File: config.mk
export PLATFORM = sky130hd
export DESIGN_NAME = bresenham_line_point_generator
export DESIGN_NICKNAME = d
export VERILOG_FILES = /design/src/rtl/core/blpg_pkg.sv /design/src/rtl/core/blpg_core.sv /design/src/rtl/core/blpg_skid.sv /design/src/rtl/core/bresenham_line_point_generator.sv
export SDC_FILE = /design/constraint.sdc
export NUM_CORES = 1
export LEC_CHECK = 0
export ABC_AREA = 1
export ABC_CLOCK_PERIOD_IN_PS = 6900
export BUFFER_PORTS_ARGS = -buffer_cell sky130_fd_sc_hd__clkbuf_2
export CAP_MARGIN = 15
export CORE_MARGIN = 10
export CORE_UTILIZATION = 40
export CTS_CLUSTER_DIAMETER = 80
export DETAILED_ROUTE_END_ITERATION = 6
export REMOVE_ABC_BUFFERS = 1
export SKIP_CTS_REPAIR_TIMING = 1
export SYNTH_ARGS = -nofsm -noshare
export SYNTH_HDL_FRONTEND = slang
export SYNTH_HIERARCHICAL = 1
export SYNTH_SLANG_ARGS = --single-unit
File: constraint.sdc
create_clock -name clk -period 6.9 [get_ports clk]
set_input_delay 1.035 -clock clk [delete_from_list [all_inputs] [get_ports clk]]
set_output_delay 1.035 -clock clk [all_outputs]
set_load 0.05 [all_outputs]
File: src/rtl/core/blpg_pkg.sv
// Package for the line point generator: widths, kind codes, point type, decision saturation.
package blpg_pkg;

  localparam int COORD_WIDTH    = 10;
  localparam int PT_WIDTH       = COORD_WIDTH + 1;
  localparam int DEC_WIDTH      = COORD_WIDTH + 4;
  localparam int WIDE_WIDTH     = DEC_WIDTH + 2;
  localparam int IN_DATA_WIDTH  = ((4 * COORD_WIDTH + 7) / 8) * 8;
  localparam int OUT_DATA_WIDTH = ((2 * PT_WIDTH + 7) / 8) * 8;

  localparam logic KIND_START = 1'b0;
  localparam logic KIND_STEP  = 1'b1;

  typedef logic [COORD_WIDTH-1:0]        coord_t;
  typedef logic [PT_WIDTH-1:0]           pos_t;
  typedef logic signed [COORD_WIDTH:0]   delta_t;
  typedef logic signed [DEC_WIDTH-1:0]   dec_t;
  typedef logic signed [WIDE_WIDTH-1:0]  wide_t;

  typedef struct packed {
    pos_t x;
    pos_t y;
    logic last;
  } point_t;

  localparam wide_t WIDE_DEC_MAX = wide_t'(2 ** (DEC_WIDTH - 1) - 1);
  localparam wide_t WIDE_DEC_MIN = -WIDE_DEC_MAX - wide_t'(1);

  function automatic dec_t sat_dec(input wide_t v);
    dec_t r;
    if (v > WIDE_DEC_MAX) begin
      r = WIDE_DEC_MAX[DEC_WIDTH-1:0];
    end else if (v < WIDE_DEC_MIN) begin
      r = WIDE_DEC_MIN[DEC_WIDTH-1:0];
    end else begin
      r = v[DEC_WIDTH-1:0];
    end
    return r;
  endfunction

endpackage

File: src/rtl/core/blpg_core.sv
// Line state registers and the load and step logic.
module blpg_core import blpg_pkg::*; (
  input  logic   clk,
  input  logic   rst,
  input  logic   in_valid,
  output logic   in_ready,
  input  logic   kind,
  input  coord_t start_x,
  input  coord_t start_y,
  input  coord_t end_x,
  input  coord_t end_y,
  output logic   res_valid,
  output point_t res,
  input  logic   res_ready
);

  pos_t                   cur_x;
  pos_t                   cur_y;
  dec_t                   decision;
  delta_t                 minor_delta;
  delta_t                 major_delta;
  logic                   major_is_y;
  logic [COORD_WIDTH-1:0] points_left;

  logic   fire;
  logic   load;
  logic   step;
  delta_t dx;
  delta_t dy;
  logic   y_major;
  delta_t major_ld;
  delta_t minor_ld;
  dec_t   decision_ld;
  logic   dec_le0;
  wide_t  inc;
  dec_t   decision_step;

  assign in_ready = res_ready;
  assign fire     = in_valid && in_ready;
  assign load     = fire && (kind == KIND_START);
  assign step     = fire && (kind == KIND_STEP) && (points_left != '0);

  assign dx       = $signed({1'b0, end_x}) - $signed({1'b0, start_x});
  assign dy       = $signed({1'b0, end_y}) - $signed({1'b0, start_y});
  assign y_major  = (dy >= dx);
  assign major_ld = y_major ? dy : dx;
  assign minor_ld = y_major ? dx : dy;
  assign decision_ld = sat_dec((wide_t'(minor_ld) <<< 1) - wide_t'(major_ld));

  assign dec_le0 = (decision <= 0);
  assign inc     = dec_le0 ? (wide_t'(minor_delta) <<< 1)
                           : ((wide_t'(minor_delta) <<< 1) - (wide_t'(major_delta) <<< 1));
  assign decision_step = sat_dec(wide_t'(decision) + inc);

  assign res_valid = step;
  assign res.x     = cur_x;
  assign res.y     = cur_y;
  assign res.last  = (points_left == COORD_WIDTH'(1));

  always_ff @(posedge clk) begin
    if (rst) begin
      cur_x       <= '0;
      cur_y       <= '0;
      decision    <= '0;
      minor_delta <= '0;
      major_delta <= '0;
      major_is_y  <= 1'b0;
      points_left <= '0;
    end else if (load) begin
      cur_x       <= PT_WIDTH'(start_x);
      cur_y       <= PT_WIDTH'(start_y);
      decision    <= decision_ld;
      minor_delta <= minor_ld;
      major_delta <= major_ld;
      major_is_y  <= y_major;
      points_left <= (major_ld > 0) ? major_ld[COORD_WIDTH-1:0] : '0;
    end else if (step) begin
      decision    <= decision_step;
      points_left <= points_left - COORD_WIDTH'(1);
      if (!dec_le0 || !major_is_y) begin
        cur_x <= cur_x + PT_WIDTH'(1);
      end
      if (!dec_le0 || major_is_y) begin
        cur_y <= cur_y + PT_WIDTH'(1);
      end
    end
  end

  a_minor_le_major: assert property (@(posedge clk) disable iff (rst)
    minor_delta <= major_delta)
    else $error("minor delta exceeds major delta");

  a_active_has_major: assert property (@(posedge clk) disable iff (rst)
    (points_left != '0) |-> (major_delta > 0))
    else $error("points remain on a line with no positive major delta");

  a_last_ends_line: assert property (@(posedge clk) disable iff (rst)
    (step && res.last) |=> (points_left == '0))
    else $error("points remain after the last point");

endmodule

File: src/rtl/core/blpg_skid.sv
// Output register with a skid stage for the point stream.
module blpg_skid import blpg_pkg::*; (
  input  logic   clk,
  input  logic   rst,
  input  logic   in_valid,
  output logic   in_ready,
  input  point_t in_data,
  output logic   out_valid,
  input  logic   out_ready,
  output point_t out_data
);

  point_t main_data;
  point_t skid_data;
  logic   main_valid;
  logic   skid_valid;

  assign in_ready  = !skid_valid;
  assign out_valid = main_valid;
  assign out_data  = main_data;

  always_ff @(posedge clk) begin
    if (rst) begin
      main_valid <= 1'b0;
      skid_valid <= 1'b0;
    end else if (out_ready || !main_valid) begin
      if (skid_valid) begin
        main_valid <= 1'b1;
        skid_valid <= 1'b0;
      end else begin
        main_valid <= in_valid;
      end
    end else if (in_valid && !skid_valid) begin
      skid_valid <= 1'b1;
    end
  end

  always_ff @(posedge clk) begin
    if (out_ready || !main_valid) begin
      main_data <= skid_valid ? skid_data : in_data;
    end else if (in_valid && !skid_valid) begin
      skid_data <= in_data;
    end
  end

  a_skid_behind_main: assert property (@(posedge clk) disable iff (rst)
    skid_valid |-> main_valid)
    else $error("skid entry held with empty output register");

endmodule

File: src/rtl/core/bresenham_line_point_generator.sv
// Top level of the line point generator: stream ports, line state and output buffer.
//
//  channel   dir  tdata (low bit up)                      tuser   tlast
//  s_axis    in   start_x, start_y, end_x, end_y          kind    -
//  m_axis    out  point_x, point_y                        -       last_point
//
//  One input transfer per cycle while the skid stage is empty. Unless the output
//  stalls, a step loads its point into the output register at its accepting edge,
//  so the point is offered in the following cycle. A start transfer loads the line
//  and yields no point. Reset (rst, synchronous) clears the line: steps give no
//  point until a start. The skid stage takes one more point while the output
//  stalls; input then stalls until the stage drains.
module bresenham_line_point_generator import blpg_pkg::*; (
  input  logic                      clk,
  input  logic                      rst,
  input  logic                      s_axis_tvalid,
  output logic                      s_axis_tready,
  input  logic [IN_DATA_WIDTH-1:0]  s_axis_tdata,  // start_x, start_y, end_x, end_y
  input  logic                      s_axis_tuser,  // kind
  output logic                      m_axis_tvalid,
  input  logic                      m_axis_tready,
  output logic [OUT_DATA_WIDTH-1:0] m_axis_tdata,  // point_x, point_y
  output logic                      m_axis_tlast   // last_point
);

  logic   res_valid;
  logic   res_ready;
  point_t res;
  point_t out_pt;

  blpg_core u_core (
    .clk       (clk),
    .rst       (rst),
    .in_valid  (s_axis_tvalid),
    .in_ready  (s_axis_tready),
    .kind      (s_axis_tuser),
    .start_x   (s_axis_tdata[COORD_WIDTH-1:0]),
    .start_y   (s_axis_tdata[2*COORD_WIDTH-1:COORD_WIDTH]),
    .end_x     (s_axis_tdata[3*COORD_WIDTH-1:2*COORD_WIDTH]),
    .end_y     (s_axis_tdata[4*COORD_WIDTH-1:3*COORD_WIDTH]),
    .res_valid (res_valid),
    .res       (res),
    .res_ready (res_ready)
  );

  blpg_skid u_skid (
    .clk       (clk),
    .rst       (rst),
    .in_valid  (res_valid),
    .in_ready  (res_ready),
    .in_data   (res),
    .out_valid (m_axis_tvalid),
    .out_ready (m_axis_tready),
    .out_data  (out_pt)
  );

  assign m_axis_tdata = OUT_DATA_WIDTH'({out_pt.y, out_pt.x});
  assign m_axis_tlast = out_pt.last;

endmodule
**Yosys cells after proc, flatten, opt, wreduce, memory -nomap -nowiden**

Cells that the tools add are included.

- Equality and inequality tests: 1
- Add/subtract/negate cells: 8
- Reductions and logical operators: 23
- Mux-type cells: 20
- Order comparisons: 7
- Bitwise operators: 2

Operator list:

| cell | number |
|---|---|
| $mux 10 | 9 |
| $mux 14 | 6 |
| $gt 16x14->1 const B | 2 |
| $lt 16x14->1 const B | 2 |
| $mux 23 | 1 |
| $add 11x1->11 const B | 2 |
| $mux 11 | 2 |
| $sub 10x10->11 | 2 |
| $add 14x16->16 | 1 |
| $mux 16 | 1 |
| $le 14x1->1 const B | 1 |
| $sub 12x11->13 | 1 |
| $sub 12x12->13 | 1 |
| $ge 11x11->1 | 1 |
| $gt 11x1->1 const B | 1 |
| $eq 10x1->1 const B | 1 |
| $reduce_and 2->1 | 5 |
| $reduce_bool 10->1 | 1 |
| $sub 10x1->10 const B | 1 |
| $reduce_bool 2->1 | 3 |
| $logic_and 1x1->1 | 5 |
| $logic_not 1->1 | 4 |
| $reduce_or 2->1 | 2 |
| $logic_or 1x1->1 | 3 |
| 2 further kinds | 3 |

- Register bits after elaboration: 117
- Input bits: 45
- Word-level logic and storage cells: 78

**Logic depth before layout (Yosys ltp)**

Gate-level depths: netlist (run 1).

- Depth in word-level cells: 8
- Depth in mapped cells: 38
- Depth with buffers taken out: 37

**Cells and area by module**

The synthesis (run 1) kept the hierarchy.

By module, submodules not included:

| module | area an instance (um^2) | instances | seq. area each (um^2) | cells an instance |
|---|---|---|---|---|
| blpg_core | 7051.8 | 1 | 1381.3 | 1130 |
| blpg_skid | 1805.5 | 1 | 1421.4 | 133 |
| bresenham_line_point_generator | 18.8 | 1 | 0.0 | 3 |

**Worst setup path after synthesis (run 1)**

OpenSTA, ideal clock, no wires.

- Kind: in2reg
- From: input s_axis_tdata[20]
- To: register u_core.decision[12]
- Arrival time: 4.990 ns
- Stages on the path: 35
- Path buffers: 3
- Data required time: 6.769 ns
- Path slack: 1.780 ns
- Setup time: 0.131 ns
- Path through: inv_1 ha_1 fa_1 inv_1 nand2_1 nand2_1 nand3_2 nand2_2 a21oi_1 o21bai_1 ha_1 inv_1 o21bai_1 nor2_1 nand3_1 nand2_2 nand2_4 buf_6 buf_6 buf_6 o21ai_0 fa_1 nand2_1 nand2_1 nand2_1 nand2_1 inv_2 o21ai_2 nand2_2 nand2_2 nand2_1 nand2_1 nand2_1 nand2_2 a21oi_2

- Word-level cells in the longest chain between the ends: 8
- Elaborated cells between the ends (all ways): 10

Ends and longest elaborated chain:

| what | line | text |
|---|---|---|
| start: declaration | bresenham_line_point_generator.sv:18 | `input logic [IN_DATA_WIDTH-1:0] s_axis_tdata,` |
| $sub 10x10->11 (*) | blpg_core.sv:43 | `assign dx = $signed({1'b0, end_x}) - $signed({1'b0, start_x});` |
| $ge 11x11->1 | blpg_core.sv:45 | `assign y_major = (dy >= dx);` |
| $mux 11 (*) | blpg_core.sv:47 | `assign minor_ld = y_major ? dx : dy;` |
| via u_core.minor_ld[0] | blpg_core.sv:32 | `delta_t minor_ld;` |
| $sub 12x11->13 (*) | blpg_core.sv:48 | `assign decision_ld = sat_dec((wide_t'(minor_ld) <<< 1) - wide_t'(major_ld));` |
| $lt 16x14->1 | blpg_pkg.sv:33 | `end else if (v < WIDE_DEC_MIN) begin` |
| $mux 14 | blpg_pkg.sv:33 |  |
| $mux 14 (*) | blpg_pkg.sv:31 | `if (v > WIDE_DEC_MAX) begin` |
| $mux 14 (*) | blpg_core.sv:69 | `end else if (load) begin` |
| end signal: assignment | blpg_core.sv:72 | `decision <= decision_ld;` |
| end signal: assignment | blpg_core.sv:78 | `decision <= decision_step;` |
| end: declaration | blpg_core.sv:19 | `dec_t decision;` |

Mark *: on every way through the listed nets, which the timed path passes. The rest lies on a longest branch.
A chain may end at the register's enable or synchronous reset.

**Worst setup path after layout (run 1)**

- From: input s_axis_tdata[0]
- To: register u_core.decision[13]

- Word-level cells in the longest chain between the ends: 8
- Elaborated cells between the ends (all ways): 10

Ends and longest elaborated chain:

| what | line |
|---|---|
| $sub 10x10->11 (*) | blpg_core.sv:43 |
| $ge 11x11->1 | blpg_core.sv:45 |
| $mux 11, on equally long branches | blpg_core.sv:46, blpg_core.sv:47 |
| $sub 12x11->13 (*) | blpg_core.sv:48 |
| $lt 16x14->1 | blpg_pkg.sv:33 |
| $mux 14 | blpg_pkg.sv:33 |
| $mux 14 (*) | blpg_pkg.sv:31 |
| $mux 14 (*) | blpg_core.sv:69 |

Every way passes the cells marked *; elsewhere a longest branch is shown, timed or not.

==> results.tsv, run 1 <==
stage	metric	value	unit
finish	final core utilization	0.4599	
die	Core Rows	54	
clock_tree	total CTS buffers	17	
yosys	asr flop ratio synth	0	
power	Peak VDD IR	0.0001716	V
yosys	Seq/Total Area, Yosys	0.3158	
finish	most frequent cells in the layout	360 x nand2_1, 157 x inv_1, 83 x nor2_1, 83 x nand3_1, 76 x o21ai_0	
min_path	HP Class	flop to flop	
clock_tree	H-tree depth	4	
die	DIE AREA	28550	sq um
routing	DR vias	8387	
critical_path	crit start category	primary input	
power	clock power share	0.243	
die	die width	169.0	um
yosys	post-synthesis sequential element count	117	
die	die height	169.0	um
critical_path	critical path's slowest cell	a31oi_4	
routing	DRT Pass-1 Iters	5	
die	Ports	72	
yosys	Synth Flop Type	dfxtp_1	
sta	period utilization	0.8042	
critical_path	critical path capture point type	flop	
power	PwrDens	386.0	nW/um^2
clock_tree	CTS tree	done	
placement	Buffers on Ports	69	
finish	Net count, final	1436	
critical_path	critical-path maximum fanout	41	
sta	final setup vio count	0	
yosys	synth unique cells	58	
finish	share of cells above drive strength 1	0.1448	
sta	RSZ-0062 raised after global routing	no	
sta	Fin. Hold Viols	0	
finish	Design Area, Final	10040	sq um
finish	n_diodes	0	
power	sw power	1.791	mW
power	P_int	2.082	mW
critical_path	crit path DAT	5900	ps
sta	worst-margin pin slew	1109	ps
critical_path	Setup CP Type	primary input to flop	
clock_tree	Clock transition at path regs	60	ps
clock_tree	clock buffer depth	2	
routing	post-DR vias/cell	5.177	
power	Net Sw Frac	0.4624	
sta	relative slew slack	0.2588	
yosys	synthesis warning total	6	
status	outcome	completed	
power	Static Leakage	4.863	nW
job	max_cap viols	0	
yosys	Post-Syn Area	8876	sq um
grt	largest net degree at the start of global routing	43	
clock_tree	Clock Tree Root	clkbuf_16	
power	sequential share of power	0.228	
clock_tree	later-pin clock latency in the skew report	430	ps
critical_path	Worst Path Required	7250	ps
sta	Max Clk Rate	180.2	MHz
yosys	Avg Inst Size Synth	7.011	sq um
routing	DRC Markers	0	
grt	total gr overflow	0	
sta	Slew Limit Fails	0	
grt	GR Util All Layers	0.1795	
routing	1st-iter DRT viols	667	
critical_path	worst path bufs/invs	4	
sta	setup TNS	0	ps
grt	initial antenna violation count	0	
sta	clk_skew	7.916	ps
critical_path	Max stage delay on crit path	500	ps
clock_tree	clock sinks	117	
routing	Routed WL	25410	um
finish	commonest non-fill, non-tap cell in the layout	nand2_1	
die	area of the core	21820	sq um
finish	# fillers	2246	
critical_path	crit-path leading delay family	simple AND/OR/NAND/NOR gates	
routing	Detail Route Antenna Nets	0	
grt	vias in the first global route	8185	
routing	Routed WL per cell	15.69	um
sta	minimum clock period	5549	ps
power	total power	3.874	mW
grt	first-pass GRT wire length	41590	um
die	starting density of the core	0.4067	
placement	detailed placer's ending HPWL	19690	um
yosys	Mapped Cells	1266	
placement	RePlAce Congestion	0.8960	
placement	placed inst area	9414	sq um
yosys	Post-synth EDFFs	46	
power	Logic pwr share	0.529	
critical_path	most used cell, CP	nand2_1	
finish	Layout area overhead	13.08	%
-- path summary, 6_finish.rpt --
kind                      start              endpoint  slack, ps  cells past startpoint
max             s_axis_tdata[0]   u_core/decision[13]       1350                     33
max reg2reg  u_core/decision[3]    u_core/decision[0]       1740                     26
min            u_core/cur_x[10]  u_skid/skid_data[22]        450                      0
min reg2reg    u_core/cur_x[10]  u_skid/skid_data[22]        450                      0
-- worst reg2reg max path, delay by kind of cell (launching register included) --
| family | cells | cell delay (ps) |
|---|---|---|
| AO/OA/AOI/OAI | 8 | 1620 |
| flip-flops | 1 | 340 |
| AND/OR/NAND/NOR | 12 | 1980 |
| adder cells (fa/ha/maj) | 1 | 470 |
| XOR/XNOR | 1 | 140 |
| buffers and inverters | 4 | 510 |
-- flip-flops by register name, indices dropped and copies added (netlist names) --
register and count:
u_core/cur_y 11, u_core/minor_delta 11, u_skid/skid_data 23, u_skid/out_valid 1, u_skid/out_data 23, u_core/decision 14
u_core/points_left 10, u_core/major_delta 11, u_core/major_is_y 1, u_skid/skid_valid 1, u_core/cur_x 11
-- synthesized netlist by cell type (8+ instances only) --
cell      number  area share
nor2_1        84       0.036
inv_1        157       0.066
nand2_1      360        0.15
inv_2          9      0.0038
nand4_1       13      0.0092
clkbuf_1      17      0.0072
edfxtp_1      46        0.16
dfxtp_1       71        0.16
ha_1          59       0.083
nor3_1        12      0.0068
nand3_1       83       0.047
a21oi_1       69       0.039
o21ai_0       76       0.043
a31oi_1        8      0.0056
o211ai_1      10      0.0085
xor2_1        25       0.025
nand2_2       31       0.022
xnor2_1       10      0.0099
o21ai_1       10      0.0056
-- final cells by class --
| cell class | instances | area, sq um | area share |
|---|---|---|---|
| inverters | 169 | 641.9 | 0.06395 |
| well taps | 280 | 350.3 | 0.03490 |
| flip-flops and latches | 117 | 2803 | 0.2792 |
| clock inverters | 15 | 197.7 | 0.01970 |
| multi-input cells | 944 | 5206 | 0.5187 |
| repair buffers | 78 | 412.9 | 0.04114 |
| clock buffers | 17 | 425.4 | 0.04238 |
-- per-stage QoR --
step	std cells	setup WS, ps	hold WS, ps
after global placement	1588	929.0	442.1
after detailed placement	1588	899.0	444.2
after global routing	1620	846.4	476.3
after CTS	1620	1333	454.0
after floorplan	1230	1642	430.5
final	1620	1351	451.9
-- routing by layer --
metal  global-route usage  routed length [um]  vias to the layer above
li1                     -                   -                     4273
met1               0.2372               11940                     3891
met2               0.2956               11810                      212
met3              0.03335                1468                       11
met5                    0                   0                        -
met4              0.04315                 204                        0
-- power by group through the flow --
stage / combinational [mW] / sequential [mW] / clock [mW]
6_report: 2.05 / 0.881 / 0.942
5_1_grt: 2.33 / 0.892 / 0.989
3_3_place_gp: 2.03 / 0.893 / 0
4_1_cts: 2.05 / 0.880 / 0.960
3_5_place_dp: 2.04 / 0.894 / 0
2_1_floorplan: 1.50 / 0.934 / 0
-- kinds of logic after synthesis --
logic type,Yosys count,synth area share
adders and majority gates,64,0.09445
DFF,117,0.3158
xor gates and xnor gates,35,0.03454
AOI/OAI and AO/OA,220,0.1458
buffers and inverters,206,0.09896
other,1,0.0004225
and+or+nand+nor,623,0.3101
Power figures use the tool's default switching activity.
==> run 2, diff against run 1 <==
--- a/config.mk
+++ b/config.mk
@@ -6,7 +6,7 @@
 export NUM_CORES = 1
 export LEC_CHECK = 0
 export ABC_AREA = 1
-export ABC_CLOCK_PERIOD_IN_PS = 6900
+export ABC_CLOCK_PERIOD_IN_PS = 5450
 export BUFFER_PORTS_ARGS = -buffer_cell sky130_fd_sc_hd__clkbuf_2
 export CAP_MARGIN = 15
 export CORE_MARGIN = 10
==> constraint.sdc (replaced) <==
create_clock -name clk -period 5.45 [get_ports clk]
set_input_delay 0.8175 -clock clk [delete_from_list [all_inputs] [get_ports clk]]
set_output_delay 0.8175 -clock clk [all_outputs]
set_load 0.05 [all_outputs]
==> results.tsv, run 2 (same netlist as run 1, synthesis figures left out) <==
stage	metric	value	unit	change
clock_tree	clock sinks	117		unchanged
clock_tree	H-tree depth	4		unchanged
power	PwrDens	484.4	nW/um^2	was 386.0 nW/um^2
sta	final setup vio count	0		unchanged
critical_path	Setup CP Type	primary input to flop		unchanged
clock_tree	Clock Tree Root	clkbuf_16		unchanged
critical_path	Max stage delay on crit path	440	ps	was 500 ps
finish	share of cells above drive strength 1	0.1499		was 0.1448
placement	detailed placer's ending HPWL	19630	um	was 19690 um
routing	DRC Markers	0		unchanged
finish	Layout area overhead	13.22	%	was 13.08%
sta	worst-margin pin slew	1093	ps	was 1109 ps
sta	minimum clock period	4843	ps	
routing	DR vias	8319		was 8387
clock_tree	CTS tree	done		unchanged
finish	# fillers	2279		was 2246
finish	Register Area	2803	sq um	unchanged
job	max_cap viols	0		unchanged
critical_path	crit start category	primary input		unchanged
sta	Slew Limit Fails	0		unchanged
clock_tree	clock buffer depth	2		unchanged
sta	Max Clk Rate	206.5	MHz	
power	Static Leakage	4.871	nW	was 4.863 nW
status	outcome	completed		unchanged
critical_path	critical path's slowest cell	ha_1		was a31oi_4
die	die height	169.0	um	unchanged
grt	first-pass GRT wire length	40810	um	was 41590 um
critical_path	crit-path leading delay family	simple AND/OR/NAND/NOR gates		unchanged
finish	area occupied by multi-input gates	5209	sq um	was 5206 sq um
die	DIE AREA	28550	sq um	unchanged
routing	Detail Route Antenna Nets	0		unchanged
routing	DRT Pass-1 Iters	5		unchanged
clock_tree	total CTS buffers	17		unchanged
routing	Routed WL	25460	um	was 25410 um
sta	relative slew slack	0.2694		was 0.2588
die	starting density of the core	0.4067		unchanged
finish	n_diodes	0		unchanged
finish	commonest non-fill, non-tap cell in the layout	nand2_1		unchanged
placement	Buffers on Ports	69		unchanged
finish	fin cells	1628		was 1620
routing	Routed WL per cell	15.64	um	was 15.69 um
finish	Net count, final	1444		was 1436
sta	setup TNS	0	ps	unchanged
clock_tree	Clock transition at path regs	60	ps	about the same
die	Core Rows	54		unchanged
sta	RSZ-0062 raised after global routing	no		unchanged
routing	1st-iter DRT viols	733		was 667
grt	largest net degree at the start of global routing	36		was 43
clock_tree	later-pin clock latency in the skew report	420	ps	was 430 ps
min_path	HP Class	flop to flop		unchanged
sta	final hold slack	458.5	ps	was 451.9 ps
grt	vias in the first global route	7913		was 8185
grt	initial antenna violation count	0		unchanged
critical_path	Worst Path Required	5750	ps	was 7250 ps
die	die width	169.0	um	unchanged
grt	GR Util All Layers	0.1764		was 0.1795
placement	RePlAce Congestion	0.9546		was 0.8960
routing	post-DR vias/cell	5.110		was 5.177
sta	period utilization	0.8886		
critical_path	most used cell, CP	nand2_1		unchanged
die	area of the core	21820	sq um	unchanged
critical_path	worst path bufs/invs	3		was 4
power	Peak VDD IR	0.0002090	V	was 0.0001716 V
critical_path	critical path capture point type	flop		unchanged
grt	total gr overflow	0		unchanged
finish	most frequent cells in the layout	359 x nand2_1, 157 x inv_1, 83 x nor2_1, 83 x nand3_1, 74 x o21ai_0		was 360 x nand2_1, 157 x inv_1, 83 x nor2_1, 83 x nand3_1, 76 x o21ai_0
sta	clk_skew	8.984	ps	was 7.916 ps
sta	Fin. Hold Viols	0		unchanged
die	Ports	72		unchanged
critical_path	crit path DAT	5140	ps	was 5900 ps
placement	Cells after DPL	1596		was 1588
critical_path	critical-path maximum fanout	24		was 41
power	total power	4.868	mW	was 3.874 mW
## run 2: path summary, 6_finish.rpt
path,from,slack [ps],end,cells after the start
worst max register to register,u_core/minor_delta[0],630,u_core/decision[4],33
worst min register to register,u_core/cur_x[10],460,u_skid/skid_data[22],0
worst max-delay path,s_axis_tdata[10],610,u_core/decision[5],29
worst min-delay path,u_core/cur_x[10],460,u_skid/skid_data[22],0
## run 2: where the power goes
group / internal, mW / switching, mW / leakage (nW)
combinational: 0.912 / 1.75 / 3.53
sequential: 1.03 / 0.0882 / 1.07
clock: 0.638 / 0.454 / 0.268
## run 2: cell type report
type,count,area share
clock inverter,15,0.01469
timing repair buffer,86,0.04706
multi-input combinational,944,0.5183
sequential,117,0.2789
clock buffer,17,0.04233
inverter,169,0.06387
tap,280,0.03486
## run 2: per-stage QoR
step | instance area (sq um) | worst slack (ps) | util
floorplan | 8643 | 409.2 | -
global placement | 9474 | 245.2 | 0.4341
detailed placement | 9474 | 196.0 | 0.4341
CTS | 10050 | 405.8 | 0.4604
global route | 10050 | 50.75 | 0.4605
finish | 10050 | 607.0 | 0.4605
## run 2: metal layers
layer | global-route usage | up-vias | wire, um
li1 | - | 4292 | -
met1 | 0.2362 | 3773 | 11960
met2 | 0.2847 | 235 | 11500
met3 | 0.04053 | 19 | 1745
met4 | 0.03369 | 0 | 253
met5 | 0 | - | 0
